==> src/rtl/gkxlit_pkg.sv <==
`timescale 1ns / 1ps
// ----------------------------------------------------------------------------
// gkxlit_pkg
// Shared constants, types and letter tables for the Greek transliterator.
// ----------------------------------------------------------------------------
package gkxlit_pkg;

    localparam int unsigned BYTE_W   = 8;
    localparam int unsigned LETTER_W = 7;
    localparam int unsigned SKIP_W   = 2;

    // Lead bytes of the Greek block and the three-byte punctuation lead.
    localparam logic [BYTE_W-1:0] LEAD_CE     = 8'hCE;
    localparam logic [BYTE_W-1:0] LEAD_CF     = 8'hCF;
    localparam logic [BYTE_W-1:0] LEAD_MARK3  = 8'hE2;

    // Follower ranges used by case folding and mapping.
    localparam logic [BYTE_W-1:0] CE_ALPHA    = 8'hB1;
    localparam logic [BYTE_W-1:0] CE_OMICRON  = 8'hBF;
    localparam logic [BYTE_W-1:0] CAP_LO      = 8'hA0;
    localparam logic [BYTE_W-1:0] CAP_HI      = 8'hA9;
    localparam logic [BYTE_W-1:0] CF_PI       = 8'h80;
    localparam logic [BYTE_W-1:0] CF_OMEGA    = 8'h89;
    localparam logic [BYTE_W-1:0] CASE_OFFSET = 8'h20;

    // Single-byte tokens.
    localparam logic [BYTE_W-1:0] BYTE_SPACE  = 8'h20;
    localparam logic [BYTE_W-1:0] BYTE_TAB    = 8'h09;
    localparam logic [BYTE_W-1:0] BYTE_CR     = 8'h0D;
    localparam logic [BYTE_W-1:0] BYTE_CONT   = 8'h80;
    localparam logic [BYTE_W-1:0] BYTE_LPAREN = 8'h28;
    localparam logic [BYTE_W-1:0] BYTE_RPAREN = 8'h29;
    localparam logic [BYTE_W-1:0] BYTE_LATIN_C = 8'h63;

    localparam logic [LETTER_W-1:0] LETTER_S  = 7'h73;
    localparam logic [LETTER_W-1:0] LETTER_A  = 7'h61;
    localparam logic [LETTER_W-1:0] LETTER_Y  = 7'h79;

    localparam logic [SKIP_W-1:0] MARK3_SKIP  = 2'd2;

    // Result of mapping one lead/follower pair.
    typedef struct packed {
        logic                hit;
        logic [LETTER_W-1:0] letter;
    } pair_map_t;

    function automatic logic is_blank(input logic [BYTE_W-1:0] b);
        return (b == BYTE_SPACE) || ((b >= BYTE_TAB) && (b <= BYTE_CR));
    endfunction

    // Letters for CE B1..BF, indexed by follower minus B1.
    function automatic logic [LETTER_W-1:0] ce_letter(input logic [3:0] idx);
        logic [LETTER_W-1:0] l;
        case (idx)
            4'd0:    l = 7'h61; // a
            4'd1:    l = 7'h62; // b
            4'd2:    l = 7'h67; // g
            4'd3:    l = 7'h64; // d
            4'd4:    l = 7'h65; // e
            4'd5:    l = 7'h71; // q
            4'd6:    l = 7'h68; // h
            4'd7:    l = 7'h75; // u
            4'd8:    l = 7'h69; // i
            4'd9:    l = 7'h6B; // k
            4'd10:   l = 7'h6C; // l
            4'd11:   l = 7'h6D; // m
            4'd12:   l = 7'h6E; // n
            4'd13:   l = 7'h6A; // j
            4'd14:   l = 7'h6F; // o
            default: l = 7'h6F;
        endcase
        return l;
    endfunction

    // Letters for CF 80..89, indexed by follower minus 80.
    function automatic logic [LETTER_W-1:0] cf_letter(input logic [3:0] idx);
        logic [LETTER_W-1:0] l;
        case (idx)
            4'd0:    l = 7'h70; // p
            4'd1:    l = 7'h72; // r
            4'd2:    l = 7'h73; // s (final sigma)
            4'd3:    l = 7'h73; // s
            4'd4:    l = 7'h74; // t
            4'd5:    l = 7'h79; // y
            4'd6:    l = 7'h66; // f
            4'd7:    l = 7'h78; // x
            4'd8:    l = 7'h63; // c
            4'd9:    l = 7'h76; // v
            default: l = 7'h76;
        endcase
        return l;
    endfunction

endpackage

==> src/rtl/greek_utf8_transliterator.sv <==
`timescale 1ns / 1ps
// ----------------------------------------------------------------------------
// greek_utf8_transliterator
// Turns a UTF-8 byte stream of Greek text into Latin lower-case letters.
// ----------------------------------------------------------------------------
// Path: the final byte of a letter passes the input register, then the result
// register, from which the letter is presented on the result port.
// Throughput: one byte per cycle while the result side keeps taking words; a
// held result stalls the byte in the input register and then drops s_ready.
// Reset: synchronous active-low aresetn empties both registers and clears the
// held lead byte and the skip count.
// ----------------------------------------------------------------------------
module greek_utf8_transliterator (
    input  logic       aclk,
    input  logic       aresetn,

    input  logic       s_valid,
    output logic       s_ready,
    input  logic [7:0] s_text_byte,

    output logic       m_valid,
    input  logic       m_ready,
    output logic [6:0] m_latin_letter
);
    import gkxlit_pkg::*;

    // Input register stage.
    logic                in_valid_reg,  in_valid_next;
    logic [BYTE_W-1:0]   in_byte_reg,   in_byte_next;

    // Word state: a pending lead byte and the count of bytes still to drop.
    logic                held_valid_reg, held_valid_next;
    logic [BYTE_W-1:0]   held_lead_reg,  held_lead_next;
    logic [SKIP_W-1:0]   skip_count_reg, skip_count_next;

    // Result register stage.
    logic                out_valid_reg,  out_valid_next;
    logic [LETTER_W-1:0] out_letter_reg, out_letter_next;

    logic                out_free;
    logic                proceed;
    logic                emit;
    logic [LETTER_W-1:0] emit_letter;
    pair_map_t           pair_map;

    // The result register can take a new word when it is empty or being drained.
    assign out_free = !out_valid_reg || m_ready;
    // The byte in the input register is processed when the result side has room.
    assign proceed  = in_valid_reg && out_free;
    // The input register accepts whenever its current byte moves on or it is empty.
    assign s_ready  = !in_valid_reg || out_free;

    assign m_valid        = out_valid_reg;
    assign m_latin_letter = out_letter_reg;

    gkxlit_pair_map u_pair_map (
        .lead_byte   (held_lead_reg),
        .follow_byte (in_byte_reg),
        .map_out     (pair_map)
    );

    // Input stage next values.
    always_comb begin
        in_valid_next = in_valid_reg;
        in_byte_next  = in_byte_reg;
        if (s_ready) begin
            in_valid_next = s_valid;
            in_byte_next  = s_text_byte;
        end
    end

    // Word state update. Whitespace wins over everything, then skipping,
    // then completion of a held pair, then the single-byte tokens.
    always_comb begin
        held_valid_next = held_valid_reg;
        held_lead_next  = held_lead_reg;
        skip_count_next = skip_count_reg;
        emit            = 1'b0;
        emit_letter     = pair_map.letter;
        if (proceed) begin
            if (is_blank(in_byte_reg)) begin
                held_valid_next = 1'b0;
                held_lead_next  = '0;
                skip_count_next = '0;
            end else if (skip_count_reg != '0) begin
                skip_count_next = skip_count_reg - 1'b1;
            end else if (held_valid_reg) begin
                // The pair is complete; the mapper reports a miss for any lead
                // other than CE or CF, so such pairs are simply dropped.
                held_valid_next = 1'b0;
                held_lead_next  = '0;
                emit            = pair_map.hit;
            end else if ((in_byte_reg == BYTE_CONT) || (in_byte_reg == BYTE_LPAREN)
                    || (in_byte_reg == BYTE_RPAREN)) begin
                // Stray continuation byte and parentheses are consumed alone.
            end else if (in_byte_reg == BYTE_LATIN_C) begin
                emit        = 1'b1;
                emit_letter = LETTER_S;
            end else if (in_byte_reg == LEAD_MARK3) begin
                skip_count_next = MARK3_SKIP;
            end else begin
                held_valid_next = 1'b1;
                held_lead_next  = in_byte_reg;
            end
        end
    end

    // Result stage next values.
    always_comb begin
        out_valid_next  = out_valid_reg;
        out_letter_next = out_letter_reg;
        if (out_free) begin
            out_valid_next = proceed && emit;
            if (emit) begin
                out_letter_next = emit_letter;
            end
        end
    end

    always_ff @(posedge aclk) begin
        if (!aresetn) begin
            in_valid_reg   <= 1'b0;
            held_valid_reg <= 1'b0;
            held_lead_reg  <= '0;
            skip_count_reg <= '0;
            out_valid_reg  <= 1'b0;
        end else begin
            in_valid_reg   <= in_valid_next;
            held_valid_reg <= held_valid_next;
            held_lead_reg  <= held_lead_next;
            skip_count_reg <= skip_count_next;
            out_valid_reg  <= out_valid_next;
        end
    end

    // Payload registers carry no reset.
    always_ff @(posedge aclk) begin
        in_byte_reg    <= in_byte_next;
        out_letter_reg <= out_letter_next;
    end

    // A lead byte is never held while bytes of a three-byte mark are dropped.
    assert property (@(posedge aclk) disable iff (!aresetn)
        (skip_count_reg != '0) |-> !held_valid_reg)
        else $error("lead byte held during skip");

    // Any letter presented is in the lower-case range of the tables.
    assert property (@(posedge aclk) disable iff (!aresetn)
        m_valid |-> ((m_latin_letter >= LETTER_A) && (m_latin_letter <= LETTER_Y)))
        else $error("result letter out of range");

    // Whitespace leaves the word state cleared.
    assert property (@(posedge aclk) disable iff (!aresetn)
        (proceed && is_blank(in_byte_reg)) |=>
            (!held_valid_reg && (skip_count_reg == '0)))
        else $error("word state not cleared by whitespace");

    // A processed byte that emits nothing leaves no result behind.
    assert property (@(posedge aclk) disable iff (!aresetn)
        (proceed && !emit) |=> !m_valid)
        else $error("result appeared without a letter");

endmodule

==> src/rtl/gkxlit_pair_map.sv <==
`timescale 1ns / 1ps
// ----------------------------------------------------------------------------
// gkxlit_pair_map
// Folds a two-byte Greek character to lower case and maps it to one letter.
// ----------------------------------------------------------------------------
module gkxlit_pair_map (
    input  logic [7:0]              lead_byte,
    input  logic [7:0]              follow_byte,
    output gkxlit_pkg::pair_map_t   map_out
);
    import gkxlit_pkg::*;

    logic [BYTE_W-1:0] follow_a;
    logic [BYTE_W-1:0] follow_b;
    logic [BYTE_W-1:0] follow_c;
    logic [BYTE_W-1:0] lead_b;
    logic [3:0]        ce_off;
    logic [3:0]        cf_off;

    always_comb begin
        // Capitals below alpha move up into the small-letter range.
        follow_a = follow_byte;
        if ((lead_byte == LEAD_CE) && (follow_byte < CE_ALPHA)
                && !((follow_byte >= CAP_LO) && (follow_byte <= CAP_HI))) begin
            follow_a = follow_byte + CASE_OFFSET;
        end

        // Capitals pi..omega live in CE but their small forms live in CF.
        lead_b   = lead_byte;
        follow_b = follow_a;
        if ((lead_byte == LEAD_CE) && (follow_a >= CAP_LO) && (follow_a <= CAP_HI)) begin
            lead_b   = LEAD_CF;
            follow_b = follow_a - CASE_OFFSET;
        end

        follow_c = follow_b;
        if ((lead_b == LEAD_CF) && (follow_b < CF_PI)) begin
            follow_c = follow_b + CASE_OFFSET;
        end

        ce_off = 4'(follow_c - CE_ALPHA);
        cf_off = 4'(follow_c - CF_PI);

        map_out = '0;
        if ((lead_b == LEAD_CE) && (follow_c >= CE_ALPHA) && (follow_c <= CE_OMICRON)) begin
            map_out.hit    = 1'b1;
            map_out.letter = ce_letter(ce_off);
        end else if ((lead_b == LEAD_CF) && (follow_c >= CF_PI)
                && (follow_c <= CF_OMEGA)) begin
            map_out.hit    = 1'b1;
            map_out.letter = cf_letter(cf_off);
        end
    end

endmodule

==> config.mk <==
export PLATFORM = sky130hd
export DESIGN_NAME = greek_utf8_transliterator
export DESIGN_NICKNAME = d
export VERILOG_FILES = /design/src/rtl/gkxlit_pkg.sv /design/src/rtl/greek_utf8_transliterator.sv /design/src/rtl/gkxlit_pair_map.sv
export SDC_FILE = /design/constraint.sdc
export NUM_CORES = 1
export LEC_CHECK = 0
export ABC_CLOCK_PERIOD_IN_PS = 7900
export BUFFER_PORTS_ARGS = -buffer_cell sky130_fd_sc_hd__buf_2
export CORE_AREA = 2 2 59 61
export CTS_BUF_LIST = sky130_fd_sc_hd__clkbuf_8
export CTS_CLUSTER_SIZE = 25
export DETAILED_ROUTE_END_ITERATION = 8
export DIE_AREA = 0 0 61 63
export PLACE_DENSITY = 0.79
export REMOVE_ABC_BUFFERS = 1
export SLEW_MARGIN = 20
export SYNTH_ARGS = -nofsm -noshare
export SYNTH_HDL_FRONTEND = slang
export SYNTH_SLANG_ARGS = --single-unit
==> constraint.sdc <==
create_clock -name aclk -period 7.9 [get_ports aclk]
set_input_delay 1.58 -clock aclk [delete_from_list [all_inputs] [get_ports aclk]]
set_output_delay 1.58 -clock aclk [all_outputs]
set_load 0.1 [all_outputs]
==> flow_summary.toml, run 1 <==
[status]
outcome = "complete, no violations"

[route]
vias = 1577
drtAntennaViolNets = 0
dr.pass1.iters = 4
vias_per_cell = 6.02
wl_mm = 3.60
wl_per_cell_um = 13.7
remaining_drc_errors = 0
drt_iter0_markers = 91

[sta]
worst_pin_slew_ns = 0.933
hold_viol = 0
tns_ns = 0
setup_slack_ns = 3.81
period_needed_ns = 4.09
timing.hold.ws_ns = 0.462
slew_headroom_pct = 37.2
final_max_slew_viol_count = 0
finClkSkew_ns = 0.00257
setup_viol = 0
grt_setup_unrepaired = "false"
fmax_ghz = 0.245
period_share_pct = 51.7

[placed_design]
gp_congestion = 0.883
post-place-ws_ns = 3.79
place.port_buffers = 20
hpwl_mm = 2.60

[layout]
nets = 241
areaGrowthSynthToFinish_pct = 7.76
layout-drive-gt1-share_pct = 13.9
final_util_pct = 61.3
fillCellCount = 308
n_antenna_cell = 0

[power]
power_density_nw_per_um2 = 140
intPower_uw = 204
p_sw_share_pct = 26.7
p_seq_share_pct = 58.5
p_leak_uw = 0.000725
switchingPower_uw = 74.3
peakVddDrop_uv = 86.1
clkPwrFrac_pct = 28.4
pwr-share-comb_pct = 13.2

[floorplanning]
die_area_um2 = 3840
core-area_um2 = 3230
io_pins = 21
die_x_um = 61
initial_utilization_pct = 56.9
rows = 21
die_y_um = 63

[setup_path]
worstPathArrival_ns = 2.51
cpMaxStageDelayCell = "buf_2"
path_cells = "buf_2, nor2b_1, nand2_1, buf_2"
cp_slowest_stage_delay_ns = 0.37
worstSetupEndpointType = "primary output"
critical_path.top_delay_family = "buffers and inverters"
worstSetupStartpointType = "primary input"
critPathBufInv = 2
crit_top_cell = "buf_2"
required_ns = 6.32
crit_fanout = 9
worst-setup-path-type = "in2out"

[clock_network]
numClockSinks = 27
htree_levels = 1
clock-root-buffer = "clkbuf_8"
post-cts-setup-buffers = 0
clkTransAtPathRegs_ns = 0.09
cts_tree = "yes"
clockBufferDepth = 2
hold_buffers = 0
cts_buffers = 3
worstSkewPairLatency_ns = 0.27
cts_resized = 0

[logic_synthesis]
synthTopCellsByArea = "edfxtp_1 (23%), dfxtp_1 (14%), ha_1 (8.2%)"
synth-async-reset-ratio_pct = 0
syn_area_um2 = 1840
synth_top_area_share_pct = 22.9
synth_cells = 203
synth_ff_type = "edfxtp_1"
avgSynthCellArea_um2 = 9.05
synth-edff-count = 14
synth-seq-area-share_pct = 37.0
synth_largest_area_cell = "edfxtp_1"
yosys_warnings = 0
ys_ff_latch = 27
synth_commonest_cells = "nand2_1 (26), nor2_1 (15), edfxtp_1 (14)"
synth_cell_types = 53
synth_most_common_cell = "nand2_1"

[global_routing]
antenna_found_initial = 0
grt_max_degree = 22
grtUsageTotal_pct = 19.8
grt_pass1_vias = 1396
grt-ovfl-total = 0
grt_pass1_wl_mm = 5.99

[hold_path]
worstHoldPathType = "reg2reg"

[job]
cap_violations = 0
## path summary, 6_finish.rpt
path         slack (ns)              from                 to  cells after the start
max                3.81           m_ready            s_ready                      4
min                0.46  held_lead_reg[4]   held_lead_reg[4]                      2
max reg2reg        3.83    in_byte_reg[0]  m_latin_letter[2]                     11
min reg2reg        0.46  held_lead_reg[4]   held_lead_reg[4]                      2
## cells by family (layout without fill, tap and decap cells)
kind of cell	count (synthesis)	after routing	synth area share [%]
buffers and inverters	19	32	4.97
AOI/OAI and AO/OA	59	59	23.3
DFF	27	27	37.0
adders and majority gates	12	12	8.17
muxes	3	3	1.70
xor gates and xnor gates	5	5	2.38
and+or+nand+nor	78	78	22.5
## power groups by stage
stage | clock [uW] | sequential (uW) | combinational [uW]
CTS | 80.2 | 162 | 36.4
finish | 78.9 | 163 | 36.6
detailed placement | 0 | 166 | 36.2
floorplan | 0 | 162 | 28.0
global route | 84.8 | 163 | 40.8
global placement | 0 | 165 | 35.9
## final cells by class
type / count / area (um2) / share of cell area [%]
Clock buffer: 3 / 41.3 / 2.08
Clock inverter: 1 / 5.00 / 0.253
Inverter: 8 / 30.0 / 1.52
Multi-Input combinational cell: 157 / 1070 / 53.8
Sequential cell: 27 / 681 / 34.4
Tap cell: 46 / 57.6 / 2.91
Timing Repair Buffer: 20 / 100 / 5.05
## cell usage in the layout (no fill, tap or decap), types with 2 or more instances in the layout
cell type,Yosys,layout
a211oi_1,2,2
a21oi_1,13,13
buf_2,4,20
clkbuf_8,0,3
dfxtp_1,13,13
edfxtp_1,14,14
ha_1,12,12
inv_1,8,8
mux2i_1,2,2
nand2_1,26,26
nand2b_1,5,5
nand3_1,4,4
nand3b_1,6,6
nand4_1,2,2
nor2_1,15,15
nor2b_1,5,5
nor3_1,4,4
nor3b_1,2,2
o211ai_1,5,5
o21ai_0,4,4
o21ai_1,5,5
o22ai_1,2,2
o2bb2ai_1,9,9
o31ai_1,3,3
or3b_1,2,2
xnor2_1,4,4
## layer usage
layer  track usage, %  vias to the layer above  part of all wire [%]
met5                0                        -                     0
met4             8.15                        0                   1.6
met3             3.11                        7                   5.3
met2             29.8                       54                    48
met1             27.9                      736                    45
li1                 -                      780                     -
## stage by stage
| step | instances | instance area [um2] | total power (uW) |
|---|---|---|---|
| 2_1_floorplan | 192 | 1780 | 190 |
| 3_3_place_gp | 258 | 1930 | 201 |
| 3_5_place_dp | 258 | 1930 | 202 |
| 4_1_cts | 262 | 1980 | 279 |
| 5_1_grt | 262 | 1980 | 289 |
| 6_report | 262 | 1980 | 278 |
## worst min-delay path: stages, from the launching register on
cell and delay [ns]:
dfxtp_1 0.32, nand2_1 0.05, o2bb2ai_1 0.06
Power figures use the tool's default switching activity.
==> run 2: changes to the inputs <==
--- a/config.mk
+++ b/config.mk
@@ -5,14 +5,14 @@
 export SDC_FILE = /design/constraint.sdc
 export NUM_CORES = 1
 export LEC_CHECK = 0
-export ABC_CLOCK_PERIOD_IN_PS = 7900
+export ABC_CLOCK_PERIOD_IN_PS = 3700
 export BUFFER_PORTS_ARGS = -buffer_cell sky130_fd_sc_hd__buf_2
-export CORE_AREA = 2 2 59 61
+export CORE_AREA = 2 2 62 64
 export CTS_BUF_LIST = sky130_fd_sc_hd__clkbuf_8
 export CTS_CLUSTER_SIZE = 25
 export DETAILED_ROUTE_END_ITERATION = 8
-export DIE_AREA = 0 0 61 63
-export PLACE_DENSITY = 0.79
+export DIE_AREA = 0 0 64 66
+export PLACE_DENSITY = 0.75
 export REMOVE_ABC_BUFFERS = 1
 export SLEW_MARGIN = 20
 export SYNTH_ARGS = -nofsm -noshare
==> constraint.sdc (replaced) <==
create_clock -name aclk -period 3.7 [get_ports aclk]
set_input_delay 0.74 -clock aclk [delete_from_list [all_inputs] [get_ports aclk]]
set_output_delay 0.74 -clock aclk [all_outputs]
set_load 0.1 [all_outputs]
==> run 2 against run 1 <==
  * Clock-buffer cell count stayed put
  * Clock skew is 0.0041 ns higher
  * Routed wire length rose by 6.3%
  * Largest power group unchanged
  * Global-route usage fell by 0.32 points
  * Largest cell class unchanged
  * Die area grew 9.9%
  * First-iteration DRC count down 22%
  * Sequential share of layout area down 0.91 points
==> flow_summary.toml, run 2 (synthesis gave the netlist of run 1 again) <==
[setup_path]
worst-setup-path-type = "reg2reg"
r2r_start = "in_byte_reg[0]"
worstSetupEndpointType = "register"
crit_fanout = 11
worstSetupStartpointType = "register"
required_ns = 3.70
rr_endpoint = "m_latin_letter[3]"
r2r_slack_ns = 0.32
worst-r2r-cell-count = 12
worstPathArrival_ns = 3.38

[floorplanning]
die_x_um = 64
rows = 22
die_area_um2 = 4220
initial_utilization_pct = 51.8
io_pins = 21
core-area_um2 = 3550
die_y_um = 66

[route]
drt_iter0_markers = 71
remaining_drc_errors = 0
vias = 1554
drtAntennaViolNets = 0
vias_per_cell = 5.73
dr.pass1.iters = 4
wl_per_cell_um = 14.1
wl_mm = 3.82

[clock_network]
clock-root-buffer = "clkbuf_8"
post-cts-setup-buffers = 0
cts_resized = 0
cts_tree = "yes"
htree_levels = 1
numClockSinks = 27
clkTransAtPathRegs_ns = 0.09
cts_buffers = 3
clockBufferDepth = 2
worstSkewPairLatency_ns = 0.27
hold_buffers = 0

[global_routing]
grtUsageTotal_pct = 19.5
grt_max_degree = 21
grt_pass1_vias = 1407
antenna_found_initial = 0
grt_pass1_wl_mm = 6.56
grt-ovfl-total = 0

[placed_design]
place_area_um2 = 1990
gp_congestion = 0.857
hpwl_mm = 2.94
place.port_buffers = 20

[sta]
fmax_ghz = 0.296
tns_ns = 0
setup_viol = 0
period_share_pct = 91.4
worst_pin_slew_ns = 0.638
slew_headroom_pct = 57.5
grt_setup_unrepaired = "false"
final_max_slew_viol_count = 0
finClkSkew_ns = 0.00664
period_needed_ns = 3.38
hold_viol = 0

[hold_path]
min_path_cells = 2
min_to = "held_lead_reg[4]"
worstHoldPathType = "reg2reg"
hold_start = "held_lead_reg[4]"

[job]
cap_violations = 0

[layout]
final_common_cell = "nand2_1"
areaGrowthSynthToFinish_pct = 10.7
nets = 248
n_antenna_cell = 0
layout_common_cells = "nand2_1 (26), buf_2 (20), nor2_1 (15)"
fin_area_um2 = 2030
layout-drive-gt1-share_pct = 16.1

[power]
power_density_nw_per_um2 = 292
p_leak_uw = 0.000761
total_power_uw = 593
peakVddDrop_uv = 183

[status]
outcome = "complete, no violations"
## run 2: routing by layer
metal | track usage [%] | up-vias | part of all wire (%)
met5 | 0 | - | 0
met1 | 26.0 | 711 | 44
met4 | 2.99 | 0 | 0.21
met3 | 2.73 | 2 | 6.9
met2 | 34.1 | 45 | 49
li1 | - | 796 | -
## run 2: power by group
group	internal (uW)	switching, uW
Sequential	324	13.7
Combinational	40.1	53.5
Clock	74.3	87.9
## run 2: worst max-delay path: stages, from the launching register on
cell	delay (ns)
edfxtp_1	0.40
inv_1	0.14
ha_1	0.37
nor3b_1	0.39
o211ai_1	0.23
a211oi_1	0.23
a21o_1	0.12
ha_1	0.22
nor4_1	0.31
a21boi_1	0.23
a211oi_2	0.07
o31ai_1	0.21
buf_4	0.19
## run 2: how the worst max path moves through the flow
stage / startpoint / cells past startpoint / slack, ns / to
after floorplan: in_byte_reg[0] / 11 / 0.26 / m_latin_letter[0]
after global placement: in_byte_reg[0] / 12 / 0.51 / m_latin_letter[1]
after detailed placement: in_byte_reg[0] / 12 / 0.32 / m_latin_letter[3]
after CTS: in_byte_reg[0] / 12 / 0.32 / m_latin_letter[4]
after global routing: in_byte_reg[0] / 12 / 0.07 / m_latin_letter[5]
final: in_byte_reg[0] / 12 / 0.32 / m_latin_letter[3]
## run 2: area by class of cell
type | count | area [um2]
well taps | 48 | 60.1
fillers | 307 | 1520
inverters | 8 | 30.0
multi-input cells | 157 | 1070
clock buffers | 3 | 41.3
flip-flops and latches | 27 | 681
clock inverters | 1 | 3.75
repair buffers | 27 | 153
## run 2: metrics by stage
step	util, %	setup WS (ns)	instances	hold slack, ns
3_3_place_gp	56.0	0.509	267	0.452
4_1_cts	57.3	0.320	271	0.467
5_1_grt	57.3	0.0749	271	0.483
3_5_place_dp	56.0	0.321	267	0.455
2_1_floorplan	-	0.257	192	0.437
6_report	57.3	0.320	271	0.463
